--- src/rtl/core/idq_pkg.sv ---
package idq_pkg;

    // default queue depth
    localparam int DEPTH_DEF = 16;

    // field widths fixed by the command format
    localparam int KEY_W = 32;
    localparam int VAL_W = 16;

    // command codes
    typedef enum logic [1:0] {
        OP_CREATE = 2'd0,
        OP_APPEND = 2'd1,
        OP_DELETE = 2'd2,
        OP_FIND   = 2'd3
    } t_opcode;

    // result codes
    typedef enum logic [2:0] {
        ST_OK       = 3'd0,
        ST_CREATED  = 3'd1,
        ST_NOLIST   = 3'd2,
        ST_EMPTY    = 3'd3,
        ST_NOTFOUND = 3'd4,
        ST_FULL     = 3'd5
    } t_status;

    // controller states
    typedef enum logic {
        S_IDLE   = 1'b0,
        S_SEARCH = 1'b1
    } t_state;

    // command beat
    typedef struct packed {
        t_opcode                   opcode;
        logic signed [VAL_W-1:0]   item_value;
        logic        [KEY_W-1:0]   search_key;
    } t_cmd;

    // result beat
    typedef struct packed {
        t_status                   status;
        logic        [KEY_W-1:0]   found_key;
        logic signed [VAL_W-1:0]   found_value;
    } t_result;

    // search token travelling down the cell chain
    typedef struct packed {
        logic                      valid;
        logic        [KEY_W-1:0]   key;
        logic                      hit;
        logic        [KEY_W-1:0]   hit_key;
        logic signed [VAL_W-1:0]   hit_value;
    } t_probe;

    // storage control broadcast to every cell
    typedef struct packed {
        logic                      shift;
        logic                      write;
        logic        [KEY_W-1:0]   key;
        logic signed [VAL_W-1:0]   value;
    } t_cell_ctl;

endpackage

--- src/rtl/core/idq_cell.sv ---
module idq_cell #(
    parameter  int DEPTH = 16,
    parameter  int IDX   = 0,
    localparam int OCC_W = $clog2(DEPTH + 1)
) (
    input  logic                                    i_clk,
    input  logic                                    i_rst_n,
    input  idq_pkg::t_cell_ctl                      i_ctl,
    input  logic [OCC_W-1:0]                        i_occupancy,
    input  logic [idq_pkg::KEY_W-1:0]               i_nb_key,
    input  logic signed [idq_pkg::VAL_W-1:0]        i_nb_value,
    output logic [idq_pkg::KEY_W-1:0]               o_key,
    output logic signed [idq_pkg::VAL_W-1:0]        o_value,
    input  idq_pkg::t_probe                         i_probe,
    output idq_pkg::t_probe                         o_probe
);
    import idq_pkg::*;

    logic [KEY_W-1:0]        r_key;
    logic signed [VAL_W-1:0] r_value;
    logic                    occupied;
    t_probe                  n_probe;
    t_probe                  r_probe;

    // this cell holds a live entry when its position is below the fill count
    assign occupied = (OCC_W'(IDX) < i_occupancy);

    // entry storage: pop moves everything one cell towards the head
    always_ff @(posedge i_clk) begin
        if (i_ctl.shift) begin
            r_key   <= i_nb_key;
            r_value <= i_nb_value;
        end else if (i_ctl.write && (i_occupancy == OCC_W'(IDX))) begin
            r_key   <= i_ctl.key;
            r_value <= i_ctl.value;
        end
    end

    assign o_key   = r_key;
    assign o_value = r_value;

    // first match nearest the head wins, later cells leave it alone
    always_comb begin
        n_probe = i_probe;
        if (i_probe.valid && !i_probe.hit && occupied && (r_key == i_probe.key)) begin
            n_probe.hit       = 1'b1;
            n_probe.hit_key   = r_key;
            n_probe.hit_value = r_value;
        end
    end

    // token stage register
    always_ff @(posedge i_clk) begin
        if (!i_rst_n) begin
            r_probe.valid <= 1'b0;
        end else begin
            r_probe <= n_probe;
        end
    end

    assign o_probe = r_probe;

endmodule

--- src/rtl/core/idq_ctrl.sv ---
module idq_ctrl #(
    parameter  int DEPTH = 16,
    localparam int OCC_W = $clog2(DEPTH + 1)
) (
    input  logic                 i_clk,
    input  logic                 i_rst_n,
    input  logic                 i_start,
    output logic                 o_busy,
    input  idq_pkg::t_cmd        i_cmd,
    output idq_pkg::t_cell_ctl   o_ctl,
    output logic [OCC_W-1:0]     o_occupancy,
    output idq_pkg::t_probe      o_probe,
    input  idq_pkg::t_probe      i_probe,
    output logic                 o_strobe,
    output idq_pkg::t_result     o_result
);
    import idq_pkg::*;

    t_state           r_state,    n_state;
    logic [OCC_W-1:0] r_occ,      n_occ;
    logic             r_created,  n_created;
    logic [KEY_W-1:0] r_next_key, n_next_key;
    logic             r_strobe,   n_strobe;
    t_result          r_result,   n_result;

    // control registers
    always_ff @(posedge i_clk) begin
        if (!i_rst_n) begin
            r_state    <= S_IDLE;
            r_occ      <= '0;
            r_created  <= 1'b0;
            r_next_key <= KEY_W'(1);
            r_strobe   <= 1'b0;
        end else begin
            r_state    <= n_state;
            r_occ      <= n_occ;
            r_created  <= n_created;
            r_next_key <= n_next_key;
            r_strobe   <= n_strobe;
        end
    end

    // result register
    always_ff @(posedge i_clk) begin
        r_result <= n_result;
    end

    // command decode and next state
    always_comb begin
        n_state    = r_state;
        n_occ      = r_occ;
        n_created  = r_created;
        n_next_key = r_next_key;
        n_strobe   = 1'b0;
        n_result   = r_result;

        o_ctl.shift = 1'b0;
        o_ctl.write = 1'b0;
        o_ctl.key   = r_next_key;
        o_ctl.value = i_cmd.item_value;

        o_probe.valid     = 1'b0;
        o_probe.key       = i_cmd.search_key;
        o_probe.hit       = 1'b0;
        o_probe.hit_key   = '0;
        o_probe.hit_value = '0;

        unique case (r_state)
            S_IDLE: begin
                if (i_start) begin
                    n_strobe             = 1'b1;
                    n_result.status      = ST_OK;
                    n_result.found_key   = '0;
                    n_result.found_value = '0;
                    unique case (i_cmd.opcode)
                        OP_CREATE: begin
                            if (r_created) begin
                                n_result.status = ST_CREATED;
                            end else begin
                                // fill count is zero here, so slot 0 is written
                                n_created   = 1'b1;
                                o_ctl.write = 1'b1;
                                n_occ       = OCC_W'(1);
                                n_next_key  = r_next_key + KEY_W'(1);
                            end
                        end
                        OP_APPEND: begin
                            if (!r_created) begin
                                n_result.status = ST_NOLIST;
                            end else if (r_occ == OCC_W'(DEPTH)) begin
                                n_result.status = ST_FULL;
                            end else begin
                                o_ctl.write = 1'b1;
                                n_occ       = r_occ + OCC_W'(1);
                                n_next_key  = r_next_key + KEY_W'(1);
                            end
                        end
                        OP_DELETE: begin
                            if (!r_created) begin
                                n_result.status = ST_NOLIST;
                            end else if (r_occ == '0) begin
                                n_result.status = ST_EMPTY;
                            end else begin
                                o_ctl.shift = 1'b1;
                                n_occ       = r_occ - OCC_W'(1);
                            end
                        end
                        OP_FIND: begin
                            if (!r_created) begin
                                n_result.status = ST_NOLIST;
                            end else begin
                                // launch a token into the head cell
                                n_strobe      = 1'b0;
                                o_probe.valid = 1'b1;
                                n_state       = S_SEARCH;
                            end
                        end
                        default: ;
                    endcase
                end
            end
            S_SEARCH: begin
                // token leaves the tail cell with the verdict
                if (i_probe.valid) begin
                    n_state  = S_IDLE;
                    n_strobe = 1'b1;
                    if (i_probe.hit) begin
                        n_result.status      = ST_OK;
                        n_result.found_key   = i_probe.hit_key;
                        n_result.found_value = i_probe.hit_value;
                    end else begin
                        n_result.status      = ST_NOTFOUND;
                        n_result.found_key   = '0;
                        n_result.found_value = '0;
                    end
                end
            end
            default: ;
        endcase
    end

    assign o_busy      = (r_state == S_SEARCH);
    assign o_occupancy = r_occ;
    assign o_strobe    = r_strobe;
    assign o_result    = r_result;

endmodule

--- src/rtl/core/id_tagged_fifo_with_search_top.sv ---
// channel   | handshake              | payload
// ----------+------------------------+-----------------------------------------
// command   | start / busy           | i_cmd    (opcode, item_value, search_key)
// result    | o_strobe               | o_result (status, found_key, found_value)
//
// create, append and delete: the result beat appears in the cycle after the
// command is taken and busy stays low.
// find sends a token down the chain of DEPTH cells, one cell per cycle: busy
// is high while the token travels, and the result beat is registered once the
// token leaves the tail cell.
// reset is synchronous and active low; the queue comes up not created, id 1.
// the result beat lasts one cycle and cannot be held off by the receiver.
module id_tagged_fifo_with_search_top #(
    parameter int DEPTH = idq_pkg::DEPTH_DEF
) (
    input  logic                i_clk,
    input  logic                i_rst_n,
    input  logic                start,
    output logic                busy,
    input  idq_pkg::t_cmd       i_cmd,
    output logic                o_strobe,
    output idq_pkg::t_result    o_result
);
    import idq_pkg::*;

    localparam int OCC_W = $clog2(DEPTH + 1);

    t_cell_ctl               w_ctl;
    logic [OCC_W-1:0]        w_occ;
    t_probe                  w_probe [DEPTH+1];
    logic [KEY_W-1:0]        w_key   [DEPTH];
    logic signed [VAL_W-1:0] w_value [DEPTH];

    // controller
    idq_ctrl #(
        .DEPTH (DEPTH)
    ) u_ctrl (
        .i_clk       (i_clk),
        .i_rst_n     (i_rst_n),
        .i_start     (start),
        .o_busy      (busy),
        .i_cmd       (i_cmd),
        .o_ctl       (w_ctl),
        .o_occupancy (w_occ),
        .o_probe     (w_probe[0]),
        .i_probe     (w_probe[DEPTH]),
        .o_strobe    (o_strobe),
        .o_result    (o_result)
    );

    // chain of cells, head at index 0
    for (genvar g = 0; g < DEPTH; g++) begin : g_cell
        logic [KEY_W-1:0]        nb_key;
        logic signed [VAL_W-1:0] nb_value;

        // tail cell keeps its own contents on a pop
        if (g == DEPTH - 1) begin : g_tail
            assign nb_key   = w_key[g];
            assign nb_value = w_value[g];
        end else begin : g_mid
            assign nb_key   = w_key[g+1];
            assign nb_value = w_value[g+1];
        end

        idq_cell #(
            .DEPTH (DEPTH),
            .IDX   (g)
        ) u_cell (
            .i_clk       (i_clk),
            .i_rst_n     (i_rst_n),
            .i_ctl       (w_ctl),
            .i_occupancy (w_occ),
            .i_nb_key    (nb_key),
            .i_nb_value  (nb_value),
            .o_key       (w_key[g]),
            .o_value     (w_value[g]),
            .i_probe     (w_probe[g]),
            .o_probe     (w_probe[g+1])
        );
    end

endmodule
--- config.mk ---
export PLATFORM = sky130hd
export DESIGN_NAME = id_tagged_fifo_with_search_top
export DESIGN_NICKNAME = d
export VERILOG_FILES = /design/src/rtl/core/idq_pkg.sv /design/src/rtl/core/idq_cell.sv /design/src/rtl/core/idq_ctrl.sv /design/src/rtl/core/id_tagged_fifo_with_search_top.sv
export SDC_FILE = /design/constraint.sdc
export NUM_CORES = 2
export LEC_CHECK = 0
export BUFFER_PORTS_ARGS = -buffer_cell sky130_fd_sc_hd__buf_2
export CAP_MARGIN = 20
export CORE_UTILIZATION = 60
export CTS_BUF_LIST = sky130_fd_sc_hd__clkbuf_8
export DETAILED_ROUTE_END_ITERATION = 8
export PLACE_DENSITY_LB_ADDON = 0.05
export SLEW_MARGIN = 10
export SYNTH_ARGS = -nofsm -noshare
export SYNTH_HDL_FRONTEND = slang
export SYNTH_SLANG_ARGS = --single-unit
--- constraint.sdc ---
create_clock -name i_clk -period 12.5 [get_ports i_clk]
set_clock_uncertainty 0.15 [all_clocks]
set_input_delay 1.25 -clock i_clk [delete_from_list [all_inputs] [get_ports i_clk]]
set_output_delay 1.25 -clock i_clk [all_outputs]
set_load 0.1 [all_outputs]
* Word-level counts from Yosys, hierarchy flattened *
Index checks and enable logic that the tools add are counted.

cells by class
  add/sub/neg operators = 3
  order comparisons = 16
  equality and inequality tests = 42
  muxes and demuxes = 116
  bitwise gates (word level) = 2
  reductions and logical operators = 102

operator list
  kind                                                  number
  two-way mux 32 bit                                    33
  two-way mux 48 bit                                    15
  equality test 32 bit                                  16
  two-way mux 16 bit                                    30
  two-way mux 51 bit                                    3
  one-hot mux 51 bit (2 select lines)                   1
  one-hot mux 32 bit (2 select lines)                   1
  logical AND 1 bit                                     63
  two-way mux 49 bit                                    1
  equality test 5 x 4 -> 1 bit (second input constant)  8
  < comparator 4 x 5 -> 1 bit (first input constant)    8
  adder 32 x 1 -> 32 bit (second input constant)        1
  nonzero test 2 bit                                    16
  two-way mux 5 bit                                     5
  equality test 5 x 3 -> 1 bit (second input constant)  4
  < comparator 3 x 5 -> 1 bit (first input constant)    4
  logical NOT 1 bit                                     15
  two-way mux 1 bit                                     15
  one-hot mux 5 bit (3 select lines)                    1
  one-hot mux 3 bit (4 select lines)                    1
  equality test 5 x 2 -> 1 bit (second input constant)  2
  < comparator 1 x 5 -> 1 bit (first input constant)    2
  < comparator 2 x 5 -> 1 bit (first input constant)    2
  two-way mux 3 bit                                     3
  18 further kinds                                      31

storage, ports and cells
  flip-flop bits (word level) = 2,139
  logic and storage cells = 400

* Logic depth before layout (Yosys ltp) *
  depth in word-level cells = 9
  mapped depth = 10

* Hierarchy *
Synthesis repeated with hierarchy kept, for this count alone.

unflattened totals
  cells, all modules = 5,034
  area, all modules = 91,677.9 um2

modules (own cells, without submodules)
  module                            instances  cells each  area an instance (um2)
  idq_cell at g_cell[1].u_cell ...  2          284         5,415.2
  idq_cell at g_cell[10].u_cell     1          288         5,456.5
  idq_cell at g_cell[12].u_cell     1          286         5,455.2
  idq_cell at g_cell[8].u_cell      1          287         5,451.5
  idq_cell at g_cell[6].u_cell      1          285         5,449.0
  idq_cell at g_cell[2].u_cell      1          287         5,447.7
  idq_cell at g_cell[9].u_cell      1          285         5,445.2
  idq_cell at g_cell[13].u_cell     1          286         5,439.0
  idq_cell at g_cell[4].u_cell      1          287         5,427.7
  idq_cell at g_cell[5].u_cell      1          286         5,427.7
  idq_cell at g_cell[14].u_cell     1          285         5,426.5
  idq_cell at g_cell[11].u_cell     1          285         5,424.0
  idq_cell at g_cell[7].u_cell      1          286         5,422.7
  idq_cell at g_cell[15].u_cell     1          284         5,420.2
  +2 rows                           --         --          --

* Worst setup path before layout *
No wires, ideal clock.

  path kind = input port to flip-flop
  start point = in i_cmd[49] in the netlist's numbering
  end point = reg g_cell[9].u_cell.r_key[0], enable pin
  arrival = 5,989 ps
  data required time = 11,830 ps
  slack = 5,841 ps
  stages on the path = 9
  cell sequence = inv_1 -> ha_1 -> buf_2 -> clkbuf_1 -> nand2_1 -> o22ai_1 -> nand2_1 -> or3_1 -> o21ai_0

on the way
  cells in the longest elaborated chain, start to end = 6

ends and longest elaborated chain
  element                                                            line                                  RTL
  from (decl)                                                        id_tagged_fifo_with_search_top.sv:20  input idq_pkg::t_cmd i_cmd,
  equality test 2 x 1 -> 1 bit or logical NOT 2 bit (tied branches)  idq_ctrl.sv:75                        unique case (i_cmd.opcode)
  one-hot mux 1 bit (2 select lines)                                 idq_ctrl.sv:75
  two-way mux 2 bit *                                                idq_ctrl.sv:70                        if (i_start) begin
  two-way mux 2 bit *                                                idq_ctrl.sv:68                        unique case (r_state)
  logical AND 1 bit                                                  idq_cell.sv:33                        end else if (i_ctl.write && (i_occupancy == OCC_W'(IDX))) begin
  nonzero test 2 bit (no source line) *                              --
  to (signal assigned)                                               idq_cell.sv:31                        r_key <= i_nb_key;
  to (signal assigned)                                               idq_cell.sv:34                        r_key <= i_ctl.key;
  to (decl)                                                          idq_cell.sv:19                        logic [KEY_W-1:0] r_key;

Mark *: on every way between the ends. The rest lies on a longest branch, timed or not.
A chain may end at the register's enable or synchronous reset.

* Worst setup path in the final report *
  start point = reg u_ctrl.r_occ[1] (netlist: u_ctrl.o_occupancy[1])
  end point = reg g_cell[0].u_cell.r_key[11] (data pin)

on the way
  cells in the longest elaborated chain, start to end = 7

ends and longest elaborated chain
  element                 line             RTL
  from (decl)             idq_ctrl.sv:20   logic [OCC_W-1:0] r_occ, n_occ;
  from (signal assigned)  idq_ctrl.sv:36   r_occ <= n_occ;
  logical NOT 5 bit       idq_ctrl.sv:101  end else if (r_occ == '0) begin
  two-way mux 1 bit       idq_ctrl.sv:101
  two-way mux 1 bit       idq_ctrl.sv:99   if (!r_created) begin
  two-way mux 1 bit       idq_ctrl.sv:75
  two-way mux 2 bit       idq_ctrl.sv:70
  two-way mux 2 bit       idq_ctrl.sv:68
  two-way mux 32 bit      idq_cell.sv:30   if (i_ctl.shift) begin
  to (signal assigned)    idq_cell.sv:31
  to (signal assigned)    idq_cell.sv:34
  to (decl)               idq_cell.sv:19

No other way between the ends.

==> flow_summary.toml <==
[status]
run_status = "finished with violations"
violations = "design-rule violations"

[clock_network]
clockBufferDepth = 4
cts-root-buf = "sky130_fd_sc_hd__clkbuf_8"
clkTransAtPathRegs_ps = 70
clock_insertion_delay_worst_skew_ps = 1020
cts_sinks = 2139
ctsResizeCount = 0
cts-hold-fix-buffers = 0
cts_htree_levels = 5
cts_setup_buffers = 0
cts_tree = "built"
tritoncts.num_buffers = 354

[sta]
report.final.hold_viol_count = 0
post-route-period-util_pct = 37.1
worst-slew-pin-transition_ps = 1240
report.final.slew_viol_count = 0
max_slew_margin_pct = 17.6
rsz0062_at_grt = "false"
clock.fmax_ghz = 0.216
finalSetupViolations = 0
final.min_clock_period_ps = 4640
setup_tns_ps = 0

[synth]
synthArstFlopShare_pct = 0
synth-compound-area-share_pct = 6.84
synth-warning-count = 0
synth_top_family_by_area = "multiplexers"
yosys_most_used_dff = "sky130_fd_sc_hd__edfxtp_1"
syn-num-nets = 5085
unique_cell_type_count_in_the_yosys_netlist = 66
netlist_area_um2 = 87000
parity_gate_share_of_the_synthesized_area_counting_xor_and_xnor_cells_pct = 5.27
number_of_synthesized_register_bits = 2139
synthesis.area_per_instance_um2 = 17.3
synth_adder_area_share_pct = 0.158
synth_area_leader_cell = "sky130_fd_sc_hd__edfxtp_1"
synthTopCellsByArea = "sky130_fd_sc_hd__edfxtp_1 72%, sky130_fd_sc_hd__mux2_2 8.9%, sky130_fd_sc_hd__a21o_1 6.3%"
synth_simple_gate_area_share_pct = 3.61
count_of_mapped_cells_out_of_synthesis = 5021
synth-edff-count = 2083
ys_seq_area_share_pct = 73.2
post-synth-top-area-fraction_pct = 71.9
post_synth_mux_area_share_pct = 9.36

[power]
cellInternalPower_w = 0.0112
share_comb_of_total_power_pct = 3.8
power_frac_clock_pct = 39.0
share_seq_of_total_power_pct = 57.2
power-per-cell-area_nw_per_um2 = 151
vdd_drop_max_mv = 0.0896
switching_power_w = 0.00321
cellLeakagePower_nw = 37.8
netSwitchingFraction_pct = 22.2

[setup_path]
crit_path_end_kind = "register"
critical_path.max_fanout = 186
critical_path_arrival_ps = 5330
startpoint_type = "register"
critPathKind = "register to register"
critical_path_required_ps = 13190

[route]
drtAntennaViolNets = 0
drt_drc_violations_left = 16
routed_wirelength_um = 197000
detailedRoute.firstPassIterationCount = 7
vias = 43800
post_drt_via_cell_ratio = 5.91
initialDrtViolationCount = 4552
post_drt_wl_per_cell_um = 26.6

[placed_design]
place.detailed.instances = 6798
port_buffers = 105
hpwl_um = 129000
globalplace.congestion = 0.909

[finish]
stdcell_count = 7412
finish.net_count = 5318
fraction_of_layout_instances_using_a_drive_strength_above_1_pct = 24.3
layout-area-overhead-vs-synth_pct = 10.1

[floorplan]
die_width_um = 383
die-area_um2 = 146000
io_pins = 106
start_util_pct = 60.6
std_cell_rows = 139
fp.coreArea_um2 = 144000
chipHeight_um = 383

[grt]
first_global_vias = 43700
grt.overflow.total = 0
antenna_found_initial = 1
groute.usage.overall_pct = 27.1
grt_first_pass_wirelength_um = 293000
largest_net_degree_at_the_start_of_global_routing = 187

[hold_path]
holdCritPathClass = "input pin to register"

[flow_run]
drv_cap = 0
==> worst max-delay path: stages, from the launching register on <==
cell	delay, ps
sky130_fd_sc_hd__dfxtp_1	630
sky130_fd_sc_hd__inv_1	190
sky130_fd_sc_hd__ha_1	380
sky130_fd_sc_hd__nand2_1	220
sky130_fd_sc_hd__and4_4	930
sky130_fd_sc_hd__buf_12	680
sky130_fd_sc_hd__buf_12	500
sky130_fd_sc_hd__a21o_1	240
==> kinds of logic (layout without fill, tap and decap cells) <==
logic type	Yosys count	count (layout)
flip-flops	2139	2139
AND/OR/NAND/NOR	513	513
multiplexers	723	723
buffers and inverters	311	798
other	0	1
XOR/XNOR	523	523
adder cells (fa/ha/maj)	11	11
AO/OA/AOI/OAI	801	801
==> Yosys cell counts (2+ instances only) <==
library cell / n
sky130_fd_sc_hd__o21ai_0: 15
sky130_fd_sc_hd__inv_1: 18
sky130_fd_sc_hd__nor2_1: 30
sky130_fd_sc_hd__and2_1: 110
sky130_fd_sc_hd__nor3_2: 2
sky130_fd_sc_hd__and3_1: 52
sky130_fd_sc_hd__nor4b_1: 4
sky130_fd_sc_hd__o22ai_1: 2
sky130_fd_sc_hd__dfxtp_1: 56
sky130_fd_sc_hd__xnor2_1: 158
sky130_fd_sc_hd__buf_6: 4
sky130_fd_sc_hd__clkbuf_1: 170
sky130_fd_sc_hd__edfxtp_1: 2083
sky130_fd_sc_hd__or4_1: 8
sky130_fd_sc_hd__or2_2: 13
sky130_fd_sc_hd__nand3_1: 33
sky130_fd_sc_hd__nor3_1: 18
sky130_fd_sc_hd__nand2b_1: 11
sky130_fd_sc_hd__a221oi_1: 2
sky130_fd_sc_hd__ha_1: 11
sky130_fd_sc_hd__buf_1: 12
sky130_fd_sc_hd__nor4_1: 91
sky130_fd_sc_hd__mux2i_1: 3
sky130_fd_sc_hd__nand4_1: 63
sky130_fd_sc_hd__xor2_1: 365
sky130_fd_sc_hd__nor2b_1: 3
sky130_fd_sc_hd__or3_1: 13
sky130_fd_sc_hd__nand2_1: 31
sky130_fd_sc_hd__a21o_1: 728
sky130_fd_sc_hd__buf_2: 93
sky130_fd_sc_hd__and4_1: 5
sky130_fd_sc_hd__or3b_2: 2
sky130_fd_sc_hd__nand4b_1: 10
sky130_fd_sc_hd__a21oi_1: 27
sky130_fd_sc_hd__buf_4: 14
sky130_fd_sc_hd__o31ai_1: 10
sky130_fd_sc_hd__nor4_2: 4
sky130_fd_sc_hd__mux2_2: 684
sky130_fd_sc_hd__mux2_1: 36
==> cells in the final DEF (no fill, tap or decap), types with 85 or more instances in the layout <==
cell and count:
sky130_fd_sc_hd__edfxtp_1 2083, sky130_fd_sc_hd__a21o_1 721, sky130_fd_sc_hd__mux2_2 684, sky130_fd_sc_hd__clkbuf_8 374
sky130_fd_sc_hd__xor2_1 365, sky130_fd_sc_hd__xnor2_1 158, sky130_fd_sc_hd__inv_1 121, sky130_fd_sc_hd__and2_1 110
sky130_fd_sc_hd__buf_2 104, sky130_fd_sc_hd__nor4_1 85
==> flip-flops by register name, indices dropped and copies added (netlist names) <==
name                   cells
g_cell.u_cell.o_key      512
g_cell.u_cell.o_value    256
u_ctrl.o_result           51
u_ctrl.r_created           1
u_ctrl.r_next_key         32
u_ctrl.o_strobe            1
u_ctrl.o_occupancy         5
u_ctrl.o_busy              1
g_cell.u_cell.o_probe   1280
==> through the flow <==
step	hold slack [ps]	power (W)	setup slack [ps]	cell area (µm²)	util [%]
4_1_cts	186	0.0145	7790	95700	66.6
3_5_place_dp	273	0.00895	7170	89400	62.2
3_3_place_gp	264	0.00894	7210	89300	62.2
6_report	284	0.0144	7860	95800	66.7
5_1_grt	219	0.0149	7610	95800	66.7
2_1_floorplan	258	0.00867	5840	87000	-
==> per-layer routing <==
| layer | part of all wire (%) | GRT usage [%] | up-vias |
|---|---|---|---|
| met2 | 44 | 39.2 | 1715 |
| li1 | - | - | 19700 |
| met5 | 0 | 0 | - |
| met4 | 4.2 | 12.1 | 0 |
| met1 | 45 | 40.7 | 22000 |
| met3 | 6.1 | 4.58 | 312 |
==> area by class of cell <==
class | instances | area (µm²)
multi-input cells | 2571 | 22100
fillers | 9875 | 47900
flip-flops and latches | 2139 | 63700
clock buffers | 374 | 5150
clock inverters | 236 | 1140
inverters | 18 | 67.6
well taps | 1903 | 2380
repair buffers | 170 | 1220
diodes | 1 | 2.50
==> worst paths after layout <==
path	from	endpoint	cells past startpoint	slack, ps
worst min register to register	u_ctrl.r_next_key[14]$_SDFFE_PN0P_	g_cell[15].u_cell.o_key[14]$_DFFE_PP_	0	290
worst max-delay path	u_ctrl.o_occupancy[1]$_SDFFE_PN0P_	g_cell[0].u_cell.o_key[11]$_DFFE_PP_	7	7860
worst max register to register	u_ctrl.o_occupancy[1]$_SDFFE_PN0P_	g_cell[0].u_cell.o_key[11]$_DFFE_PP_	7	7860
worst min-delay path	i_cmd[11]	g_cell[0].u_cell.o_probe[60]$_DFFE_PP_	1	280
==> power by group through the flow <==
stage | Combinational, W | Sequential [W] | Clock (W)
2_1_floorplan | 0.000253 | 0.00841 | 0
3_3_place_gp | 0.000544 | 0.00839 | 0
3_5_place_dp | 0.000547 | 0.00840 | 0
4_1_cts | 0.000555 | 0.00825 | 0.00574
5_1_grt | 0.000581 | 0.00827 | 0.00604
6_report | 0.000550 | 0.00825 | 0.00563
Power figures use the tool's default switching activity.
